## src/hw/rtl/two_channel_peak_to_peak_gain_macros.svh

```systemverilog
// Assertion shorthands used by p2pg_divider. Every check is sampled on the
// rising edge of clk_i and is switched off while rst_ni is low.
`ifndef TWO_CHANNEL_PEAK_TO_PEAK_GAIN_MACROS_SVH
`define TWO_CHANNEL_PEAK_TO_PEAK_GAIN_MACROS_SVH

// The property must hold at every clock edge out of reset.
`define P2PG_ASSERT(lbl, prop, msg) \
  lbl: assert property (@(posedge clk_i) disable iff (!rst_ni) (prop)) else $error(msg);

// The condition must never be true at a clock edge out of reset.
`define P2PG_ASSERT_NEVER(lbl, cond, msg) \
  lbl: assert property (@(posedge clk_i) disable iff (!rst_ni) !(cond)) else $error(msg);

`endif

```

## src/hw/rtl/p2pg_pkg.sv

```systemverilog
`default_nettype none

package p2pg_pkg;

  // Converter code width and the number of fraction bits of the gain.
  localparam int SAMPLE_BITS    = 12;
  localparam int GAIN_FRAC_BITS = 12;
  localparam int GAIN_BITS      = 16;

  // The dividend is the output swing followed by the fraction bits.
  localparam int NUM_BITS = SAMPLE_BITS + GAIN_FRAC_BITS;

  localparam int CNT_BITS  = $clog2(SAMPLE_BITS);
  localparam int STEP_BITS = $clog2(NUM_BITS);

  localparam logic [GAIN_BITS-1:0] GAIN_MAX = {GAIN_BITS{1'b1}};

  // Commands from the sequencer to both channel trackers.
  typedef struct packed {
    logic load;    // capture a new sample
    logic cmp;     // one bit of the serial compare against low and high
    logic commit;  // take the sample as new low and/or high
    logic sub;     // one bit of the serial swing subtraction
    logic clear;   // return low and high to their block start values
  } tr_ctrl_t;

  typedef struct packed {
    logic [SAMPLE_BITS-1:0] vout_swing;
    logic [SAMPLE_BITS-1:0] vin_swing;
    logic [GAIN_BITS-1:0]   gain_ratio;
    logic                   gain_valid;
  } result_t;

endpackage

`default_nettype wire

```

## src/hw/rtl/p2pg_if.sv

```systemverilog
`default_nettype none

// Sample pair channel.
interface p2pg_in_if import p2pg_pkg::*; ();
  logic                   valid;
  logic                   ready;
  logic [SAMPLE_BITS-1:0] out_sample;
  logic [SAMPLE_BITS-1:0] in_sample;
  logic                   block_end;

  modport source (output valid, output out_sample, output in_sample, output block_end,
                  input ready);
  modport sink   (input valid, input out_sample, input in_sample, input block_end,
                  output ready);
endinterface

// Result channel.
interface p2pg_out_if import p2pg_pkg::*; ();
  logic                   valid;
  logic                   ready;
  logic [SAMPLE_BITS-1:0] vout_swing;
  logic [SAMPLE_BITS-1:0] vin_swing;
  logic [GAIN_BITS-1:0]   gain_ratio;
  logic                   gain_valid;

  modport source (output valid, output vout_swing, output vin_swing, output gain_ratio,
                  output gain_valid, input ready);
  modport sink   (input valid, input vout_swing, input vin_swing, input gain_ratio,
                  input gain_valid, output ready);
endinterface

`default_nettype wire

```

## src/hw/rtl/two_channel_peak_to_peak_gain.sv

```systemverilog
`default_nettype none

// Two-channel peak-to-peak gain meter. Each accepted word is a pair of
// converter codes, the filter output and the filter input, plus a flag that
// marks the last pair of a measurement block. Both channels keep a running
// minimum and maximum; on the flagged pair (which is counted first) the block
// sends one result word with both swings in raw codes, the gain as output
// swing over input swing in unsigned Q4.12 (truncated, saturating at all
// ones), and a flag that is low, with a zero gain, when the input swing is
// zero. The trackers then start over. Pairs without the flag produce nothing.
// The trackers compare one bit per cycle, so a pair occupies the input from
// acceptance through the serial compare and the commit until the next ready.
// A flagged pair then subtracts the swings serially and hands them to the
// divider. The divider produces one quotient bit per cycle and holds its
// result word until the sink takes it; meanwhile the next block is tracked.
// A flagged pair stalls in the hand-over only if the divider is still busy or
// its result word has not been taken.
module two_channel_peak_to_peak_gain import p2pg_pkg::*; (
  input  wire logic   clk_i,
  input  wire logic   rst_ni,
  p2pg_in_if.sink     in_i,
  p2pg_out_if.source  out_o
);

  typedef enum logic [4:0] {
    ST_IDLE   = 5'b00001,
    ST_CMP    = 5'b00010,
    ST_COMMIT = 5'b00100,
    ST_SUB    = 5'b01000,
    ST_HAND   = 5'b10000
  } state_e;

  state_e                 state_q, state_d;
  logic [CNT_BITS-1:0]    cnt_q, cnt_d;
  logic                   last_q, last_d;
  logic                   cnt_end;
  logic                   in_fire;
  tr_ctrl_t               tr_ctrl;
  logic [SAMPLE_BITS-1:0] vout_swing;
  logic [SAMPLE_BITS-1:0] vin_swing;
  logic                   div_start;
  logic                   div_ready;
  result_t                res;

  assign in_i.ready = (state_q == ST_IDLE);
  assign in_fire    = in_i.valid && in_i.ready;
  assign cnt_end    = (cnt_q == CNT_BITS'(SAMPLE_BITS - 1));

  // Sequencer: accept, serial compare, commit, and for the block end a serial
  // subtraction and the hand-over to the divider.
  always_comb begin
    state_d   = state_q;
    cnt_d     = cnt_q;
    last_d    = last_q;
    tr_ctrl   = '0;
    div_start = 1'b0;
    unique case (state_q)
      ST_IDLE: begin
        if (in_fire) begin
          tr_ctrl.load = 1'b1;
          last_d       = in_i.block_end;
          cnt_d        = '0;
          state_d      = ST_CMP;
        end
      end
      ST_CMP: begin
        tr_ctrl.cmp = 1'b1;
        if (cnt_end) begin
          state_d = ST_COMMIT;
        end else begin
          cnt_d = cnt_q + 1'b1;
        end
      end
      ST_COMMIT: begin
        tr_ctrl.commit = 1'b1;
        cnt_d          = '0;
        state_d        = last_q ? ST_SUB : ST_IDLE;
      end
      ST_SUB: begin
        tr_ctrl.sub = 1'b1;
        if (cnt_end) begin
          state_d = ST_HAND;
        end else begin
          cnt_d = cnt_q + 1'b1;
        end
      end
      ST_HAND: begin
        // The trackers are cleared in the same cycle the divider takes the
        // swings, so the next block starts from a clean state.
        div_start = 1'b1;
        if (div_ready) begin
          tr_ctrl.clear = 1'b1;
          state_d       = ST_IDLE;
        end
      end
      default: begin
        state_d = ST_IDLE;
      end
    endcase
  end

  always_ff @(posedge clk_i or negedge rst_ni) begin
    if (!rst_ni) begin
      state_q <= ST_IDLE;
      cnt_q   <= '0;
      last_q  <= 1'b0;
    end else begin
      state_q <= state_d;
      cnt_q   <= cnt_d;
      last_q  <= last_d;
    end
  end

  p2pg_tracker u_out_trk (
    .clk_i    (clk_i),
    .rst_ni   (rst_ni),
    .ctrl_i   (tr_ctrl),
    .sample_i (in_i.out_sample),
    .swing_o  (vout_swing)
  );

  p2pg_tracker u_in_trk (
    .clk_i    (clk_i),
    .rst_ni   (rst_ni),
    .ctrl_i   (tr_ctrl),
    .sample_i (in_i.in_sample),
    .swing_o  (vin_swing)
  );

  p2pg_divider u_div (
    .clk_i        (clk_i),
    .rst_ni       (rst_ni),
    .start_i      (div_start),
    .vout_swing_i (vout_swing),
    .vin_swing_i  (vin_swing),
    .ready_o      (div_ready),
    .res_valid_o  (out_o.valid),
    .res_ready_i  (out_o.ready),
    .res_o        (res)
  );

  assign out_o.vout_swing = res.vout_swing;
  assign out_o.vin_swing  = res.vin_swing;
  assign out_o.gain_ratio = res.gain_ratio;
  assign out_o.gain_valid = res.gain_valid;

endmodule

`default_nettype wire

```

## src/hw/rtl/p2pg_tracker.sv

```systemverilog
`default_nettype none

// Minimum and maximum tracker of one channel. Compare and subtract run one bit
// per cycle, least significant bit first, while the words rotate in place.
module p2pg_tracker import p2pg_pkg::*; (
  input  wire logic                   clk_i,
  input  wire logic                   rst_ni,
  input  wire tr_ctrl_t               ctrl_i,
  input  wire logic [SAMPLE_BITS-1:0] sample_i,
  output logic      [SAMPLE_BITS-1:0] swing_o
);

  logic [SAMPLE_BITS-1:0] smp_q, smp_d;
  logic [SAMPLE_BITS-1:0] low_q, low_d;
  logic [SAMPLE_BITS-1:0] high_q, high_d;
  logic [SAMPLE_BITS-1:0] swing_q, swing_d;
  logic                   lt_q, lt_d;
  logic                   gt_q, gt_d;
  logic                   borrow_q, borrow_d;
  logic                   s_bit, l_bit, h_bit;

  assign s_bit = smp_q[0];
  assign l_bit = low_q[0];
  assign h_bit = high_q[0];

  always_comb begin
    smp_d    = smp_q;
    low_d    = low_q;
    high_d   = high_q;
    swing_d  = swing_q;
    lt_d     = lt_q;
    gt_d     = gt_q;
    borrow_d = borrow_q;
    if (ctrl_i.load) begin
      smp_d = sample_i;
      lt_d  = 1'b0;
      gt_d  = 1'b0;
    end
    if (ctrl_i.cmp) begin
      // The highest differing bit is seen last, so it has the final say.
      if (s_bit != l_bit) begin
        lt_d = ~s_bit;
      end
      if (s_bit != h_bit) begin
        gt_d = s_bit;
      end
      smp_d  = {smp_q[0], smp_q[SAMPLE_BITS-1:1]};
      low_d  = {low_q[0], low_q[SAMPLE_BITS-1:1]};
      high_d = {high_q[0], high_q[SAMPLE_BITS-1:1]};
    end
    if (ctrl_i.commit) begin
      if (lt_q) begin
        low_d = smp_q;
      end
      if (gt_q) begin
        high_d = smp_q;
      end
      borrow_d = 1'b0;
    end
    if (ctrl_i.sub) begin
      swing_d  = {h_bit ^ l_bit ^ borrow_q, swing_q[SAMPLE_BITS-1:1]};
      borrow_d = (~h_bit & l_bit) | (~(h_bit ^ l_bit) & borrow_q);
      low_d    = {low_q[0], low_q[SAMPLE_BITS-1:1]};
      high_d   = {high_q[0], high_q[SAMPLE_BITS-1:1]};
    end
    if (ctrl_i.clear) begin
      low_d  = {SAMPLE_BITS{1'b1}};
      high_d = '0;
    end
  end

  always_ff @(posedge clk_i or negedge rst_ni) begin
    if (!rst_ni) begin
      low_q  <= {SAMPLE_BITS{1'b1}};
      high_q <= '0;
    end else begin
      low_q  <= low_d;
      high_q <= high_d;
    end
  end

  always_ff @(posedge clk_i) begin
    smp_q    <= smp_d;
    swing_q  <= swing_d;
    lt_q     <= lt_d;
    gt_q     <= gt_d;
    borrow_q <= borrow_d;
  end

  assign swing_o = swing_q;

endmodule

`default_nettype wire

```

## src/hw/rtl/p2pg_divider.sv

```systemverilog
`default_nettype none

// Restoring divider, one quotient bit per cycle. It also holds the finished
// result until the result channel takes it.
module p2pg_divider import p2pg_pkg::*; (
  input  wire logic                   clk_i,
  input  wire logic                   rst_ni,
  input  wire logic                   start_i,
  input  wire logic [SAMPLE_BITS-1:0] vout_swing_i,
  input  wire logic [SAMPLE_BITS-1:0] vin_swing_i,
  output logic                        ready_o,
  output logic                        res_valid_o,
  input  wire logic                   res_ready_i,
  output result_t                     res_o
);

  logic                   busy_q, busy_d;
  logic                   done_q, done_d;
  logic [STEP_BITS-1:0]   step_q, step_d;
  logic [SAMPLE_BITS-1:0] so_q, so_d;
  logic [SAMPLE_BITS-1:0] si_q, si_d;
  logic [NUM_BITS-1:0]    num_q, num_d;
  logic [SAMPLE_BITS-1:0] rem_q, rem_d;
  logic [GAIN_BITS-1:0]   quo_q, quo_d;
  logic                   ovf_q, ovf_d;
  logic [SAMPLE_BITS:0]   trial;
  logic [SAMPLE_BITS+1:0] diff;
  logic                   fits;

  assign ready_o = !busy_q && !done_q;

  assign trial = {rem_q, num_q[NUM_BITS-1]};
  assign diff  = {1'b0, trial} - {2'b00, si_q};
  assign fits  = ~diff[SAMPLE_BITS+1];

  always_comb begin
    busy_d = busy_q;
    done_d = done_q;
    step_d = step_q;
    so_d   = so_q;
    si_d   = si_q;
    num_d  = num_q;
    rem_d  = rem_q;
    quo_d  = quo_q;
    ovf_d  = ovf_q;
    if (start_i && ready_o) begin
      busy_d = 1'b1;
      step_d = '0;
      so_d   = vout_swing_i;
      si_d   = vin_swing_i;
      num_d  = {vout_swing_i, {GAIN_FRAC_BITS{1'b0}}};
      rem_d  = '0;
      quo_d  = '0;
      ovf_d  = 1'b0;
    end else if (busy_q) begin
      rem_d = fits ? diff[SAMPLE_BITS-1:0] : trial[SAMPLE_BITS-1:0];
      num_d = {num_q[NUM_BITS-2:0], 1'b0};
      quo_d = {quo_q[GAIN_BITS-2:0], fits};
      // A one pushed out of the top means the quotient needs more bits.
      ovf_d = ovf_q | quo_q[GAIN_BITS-1];
      if (step_q == STEP_BITS'(NUM_BITS - 1)) begin
        busy_d = 1'b0;
        done_d = 1'b1;
      end else begin
        step_d = step_q + 1'b1;
      end
    end else if (done_q && res_ready_i) begin
      done_d = 1'b0;
    end
  end

  always_ff @(posedge clk_i or negedge rst_ni) begin
    if (!rst_ni) begin
      busy_q <= 1'b0;
      done_q <= 1'b0;
      step_q <= '0;
    end else begin
      busy_q <= busy_d;
      done_q <= done_d;
      step_q <= step_d;
    end
  end

  always_ff @(posedge clk_i) begin
    so_q  <= so_d;
    si_q  <= si_d;
    num_q <= num_d;
    rem_q <= rem_d;
    quo_q <= quo_d;
    ovf_q <= ovf_d;
  end

  always_comb begin
    res_o.vout_swing = so_q;
    res_o.vin_swing  = si_q;
    res_o.gain_valid = (si_q != '0);
    if (si_q == '0) begin
      res_o.gain_ratio = '0;
    end else if (ovf_q) begin
      res_o.gain_ratio = GAIN_MAX;
    end else begin
      res_o.gain_ratio = quo_q;
    end
  end

  assign res_valid_o = done_q;

`include "two_channel_peak_to_peak_gain_macros.svh"

  `P2PG_ASSERT_NEVER(a_busy_and_done, busy_q && done_q, "divider busy while holding a result")
  `P2PG_ASSERT(a_start_runs, start_i && ready_o |=> busy_q, "accepted division did not start")
  `P2PG_ASSERT(a_rem_below_div, done_q && (si_q != '0) |-> rem_q < si_q,
               "final remainder not below the divisor")

endmodule

`default_nettype wire
```

## src/flat_wrapper.sv

```systemverilog
// flat-port wrapper written by rule: the top's interface ports become plain ports
module two_channel_peak_to_peak_gain_flat import p2pg_pkg::*;
  (clk_i, rst_ni, in_i_valid, in_i_out_sample, in_i_in_sample, in_i_block_end, in_i_ready, out_o_valid, out_o_vout_swing, out_o_vin_swing, out_o_gain_ratio, out_o_gain_valid, out_o_ready);
  p2pg_in_if in_i_i ();
  p2pg_out_if out_o_i ();
  input  wire logic clk_i;
  input  wire logic rst_ni;
  input wire logic [$bits(in_i_i.valid)-1:0] in_i_valid;
  input wire logic [$bits(in_i_i.out_sample)-1:0] in_i_out_sample;
  input wire logic [$bits(in_i_i.in_sample)-1:0] in_i_in_sample;
  input wire logic [$bits(in_i_i.block_end)-1:0] in_i_block_end;
  output wire logic [$bits(in_i_i.ready)-1:0] in_i_ready;
  output wire logic [$bits(out_o_i.valid)-1:0] out_o_valid;
  output wire logic [$bits(out_o_i.vout_swing)-1:0] out_o_vout_swing;
  output wire logic [$bits(out_o_i.vin_swing)-1:0] out_o_vin_swing;
  output wire logic [$bits(out_o_i.gain_ratio)-1:0] out_o_gain_ratio;
  output wire logic [$bits(out_o_i.gain_valid)-1:0] out_o_gain_valid;
  input wire logic [$bits(out_o_i.ready)-1:0] out_o_ready;
  assign in_i_i.valid = in_i_valid;
  assign in_i_i.out_sample = in_i_out_sample;
  assign in_i_i.in_sample = in_i_in_sample;
  assign in_i_i.block_end = in_i_block_end;
  assign in_i_ready = in_i_i.ready;
  assign out_o_valid = out_o_i.valid;
  assign out_o_vout_swing = out_o_i.vout_swing;
  assign out_o_vin_swing = out_o_i.vin_swing;
  assign out_o_gain_ratio = out_o_i.gain_ratio;
  assign out_o_gain_valid = out_o_i.gain_valid;
  assign out_o_i.ready = out_o_ready;
  two_channel_peak_to_peak_gain u_core (.clk_i(clk_i), .rst_ni(rst_ni), .in_i(in_i_i), .out_o(out_o_i));
endmodule
```

## config.mk

```make
export PLATFORM = sky130hd
export DESIGN_NAME = two_channel_peak_to_peak_gain_flat
export DESIGN_NICKNAME = d
export VERILOG_FILES = /design/src/hw/rtl/p2pg_pkg.sv /design/src/hw/rtl/p2pg_if.sv /design/src/hw/rtl/two_channel_peak_to_peak_gain.sv /design/src/hw/rtl/p2pg_tracker.sv /design/src/hw/rtl/p2pg_divider.sv /design/src/flat_wrapper.sv
export VERILOG_INCLUDE_DIRS = /design/src /design/src/hw/rtl
export SDC_FILE = /design/constraint.sdc
export NUM_CORES = 1
export LEC_CHECK = 0
export ABC_AREA = 1
export BUFFER_PORTS_ARGS = -buffer_cell sky130_fd_sc_hd__buf_4
export CAP_MARGIN = 25
export CORE_MARGIN = 2
export CORE_UTILIZATION = 47
export CTS_CLUSTER_DIAMETER = 120
export CTS_CLUSTER_SIZE = 24
export DETAILED_ROUTE_END_ITERATION = 10
export GPL_ROUTABILITY_DRIVEN = 0
export GPL_TIMING_DRIVEN = 0
export PLACE_DENSITY = 0.65
export SYNTH_ARGS = -nofsm -noshare
export SYNTH_HDL_FRONTEND = slang
export SYNTH_SLANG_ARGS = --single-unit
```

## constraint.sdc

```tcl
create_clock -name clk_i -period 2.89 [get_ports clk_i]
set_input_delay 0.4335 -clock clk_i [delete_from_list [all_inputs] [get_ports clk_i]]
set_output_delay 0.4335 -clock clk_i [all_outputs]
set_load 0.02 [all_outputs]
```

==> out/results.ini <==
[outcome]
status=finished, final reports clean

[grt]
grt_pass1_wl_mm=32.3
grt_start_max_net_pins=66
grt_pass1_vias=6455
grt_usage_pct=20.8
overflow=0
antenna_found_initial=0

[clock_network]
cts_sinks=184
post_cts_buffers=0
clkLatencyLatePin_ns=0.43
postCtsHoldBufs=0
cts_buffer_depth=2
cts_tree=yes
cts_resized=0
path_clk_slew_ns=0.07
htreeDepth=4
cts_root_buf=clkbuf_16
cts_made_buffers=17

[detailed_routing]
viasPerCell=5.22
first_pass_iters=5
drtAntennaViolNets=0
drtIter0Drc=451
drc=0
vias=6678
routedWlPerCell_um=15.3
wl_mm=19.6

[power_and_ir_drop]
ir_drop_mv=0.646
powerDensity_mw_per_mm2=967
p_sw_uw=3590
p_leak_uw=0.00466
swShare_pct=36.9
pwr-share-seq_pct=41.9
pwr-share-clk_pct=22.0
comb_power_share_pct=36.1
p_int_uw=6150

[layout]
nets=1084
layout_common_cells=nand2_1, inv_1, edfxtp_1
final_common_cell=nand2_1
area_delta_synth_final_pct=16.4
fillers=1667
stdcell_count=1280
antenna_cells=0
postLayoutCoreUtil_pct=55.9
layout-drive-gt1-share_pct=16.9

[worst_setup_path]
endpoint_kind=output pin
worst-setup-path-type=reg -> out
rr_worst_depth=6
reg2reg_to=u_core.u_in_trk.smp_q[11]
crit_required_ns=2.46
crit_arrival_ns=2.18
start_kind=flop
critPathMaxFanout=10
reg2reg_from=u_core.state_q[0]
reg2reg_slack_ns=0.42

[timing]
fmax_mhz=383
finalSetupViolCount=0
maxSlewViolCount=0
rsz0062_at_grt=no
tightest_slew_ns=0.866
skew_ns=0.0120
setup_tns_ns=0
post-route-min-period_ns=2.61
slew_headroom_pct=42.3
hold_viol_final=0
min_period_over_period_pct=90.4

[yosys]
synth-seq-area-share_pct=56.6
syn-mean-instance-area_um2=9.15
synthDistinctLibCells=39
synth_seq_cells=184
ys_warn_count=0
syn_area_mm2=0.00866
syn_inst=946
synth_nets=992

[die]
row_count=49
dieArea_mm2=0.0195
die_w_um=140
die_y_um=140
core_area_mm2=0.0180
boundaryPins=72
initial_core_util_pct=48.0

[placement]
hpwl_mm=13.6
place_inst=1248
port_buffers=71

[hold_path]
hold_path_class=in -> async

[job]
drv_cap=0

==> layer usage <==
metal  vias to the layer above  share of wire [%]  GRT usage [%]  routed length, um
li1                       3357                  -              -                  -
met5                         -                  0              0                  0
met1                      3150                 47           28.2               9160
met3                        20                4.5           4.20                879
met2                       151                 48           34.0               9340
met4                         0                1.3           6.00                252
==> synthesized netlist by cell type <==
master	instances	share of area [%]
a31oi_1	2	0.14
o21ai_0	45	2.6
nand3_2	3	0.35
nand2_1	232	10
o21ai_1	7	0.40
dfrtp_1	40	12
nor3b_1	1	0.087
xor2_1	3	0.30
or2_2	2	0.14
nor2_2	2	0.14
buf_6	3	0.39
edfxtp_1	86	30
nor2_1	36	1.6
xnor2_1	3	0.30
a21oi_1	32	1.9
buf_1	2	0.087
nand4_2	2	0.29
nand2_4	1	0.13
nor3_1	1	0.058
clkinv_1	3	0.13
nor3_4	1	0.19
buf_2	26	1.5
nand4_1	47	3.4
o22ai_1	15	1.1
clkbuf_1	14	0.61
dfstp_2	25	7.6
nand2_2	5	0.36
ha_1	14	2.0
and2_1	1	0.072
nand3b_1	5	0.43
o221ai_1	20	2.0
dfxtp_1	33	7.6
nor4_1	2	0.14
o211ai_1	26	2.3
inv_1	149	6.5
inv_2	4	0.17
nand3_1	49	2.8
fa_1	3	0.69
o21a_1	1	0.087
==> area by class of cell <==
class	instances	area, um2	share of cell area, %
sequential	184	4900	48.6
multi-input combinational	561	2950	29.2
timing repair buffer	73	588	5.84
inverter	156	586	5.81
clock buffer	21	470	4.67
tap	229	287	2.84
buffer	45	224	2.22
clock inverter	11	75.1	0.745
==> sequential cells by signal, summed over array words and instances, names as in the netlist, 4 cells and up <==
| register | flops |
|---|---|
| u_core.u_div.si_q | 12 |
| u_core.u_out_trk.low_q | 12 |
| u_core.state_q | 5 |
| u_core.u_in_trk.high_q | 12 |
| u_core.u_in_trk.smp_q | 12 |
| u_core.cnt_q | 4 |
| u_core.u_div.so_q | 12 |
| u_core.u_in_trk.swing_o | 12 |
| u_core.u_in_trk.low_q | 12 |
| u_core.u_div.step_q | 5 |
| u_core.u_out_trk.swing_o | 12 |
| u_core.u_div.num_q | 12 |
| u_core.u_div.quo_q | 16 |
| u_core.u_out_trk.smp_q | 12 |
| u_core.u_div.rem_q | 12 |
| u_core.u_out_trk.high_q | 12 |
==> cells by family after synthesis <==
kind of cell | Yosys count | share of synthesized area (%)
simple gates | 390 | 20.3
fa+ha+maj | 17 | 2.72
xor+xnor | 6 | 0.607
compound gates | 148 | 10.5
flops | 184 | 56.6
buf+inv | 201 | 9.35
==> power by group through the flow <==
stage          combinational, uW  sequential (uW)  clock (uW)
2_1_floorplan               2530             4020           0
3_3_place_gp                3380             4120           0
3_5_place_dp                3510             4120           0
4_1_cts                     3530             4080        2190
5_1_grt                     3980             4160        2300
6_report                    3510             4090        2150
==> critical path, stage by stage, from the launching register on <==
cell and delay [ns]:
edfxtp_1 0.42, nor4_1 0.50, and2_1 0.20, buf_2 0.18
buf_2 0.22, a21oi_1 0.06, buf_4 0.17
==> through the flow <==
stage          hold slack [ns]  power [uW]  setup WS, ns  area [um2]
3_5_place_dp             0.408        7630         0.371        9530
5_1_grt                  0.194       10400        0.0678       10100
6_report                 0.127        9750         0.279       10100
3_3_place_gp             0.403        7500        0.0394        9480
2_1_floorplan            0.138        6540         0.878        8660
4_1_cts                  0.153        9800         0.270       10100
==> how the worst max path moves through the flow <==
stage,startpoint,slack (ns),to,depth (start not counted)
finish,u_core.u_div.si_q[6],0.28,out_o_gain_ratio[10],6
detailed placement,u_core.state_q[0],0.37,u_core.u_in_trk.smp_q[5],6
CTS,u_core.u_div.si_q[6],0.27,out_o_gain_ratio[10],6
floorplan,u_core.state_q[0],0.88,u_core.u_in_trk.smp_q[0],5
global placement,u_core.state_q[0],0.04,u_core.u_in_trk.smp_q[6],5
global route,u_core.u_div.si_q[6],0.07,out_o_gain_ratio[13],6
Power figures use the tool's default switching activity.
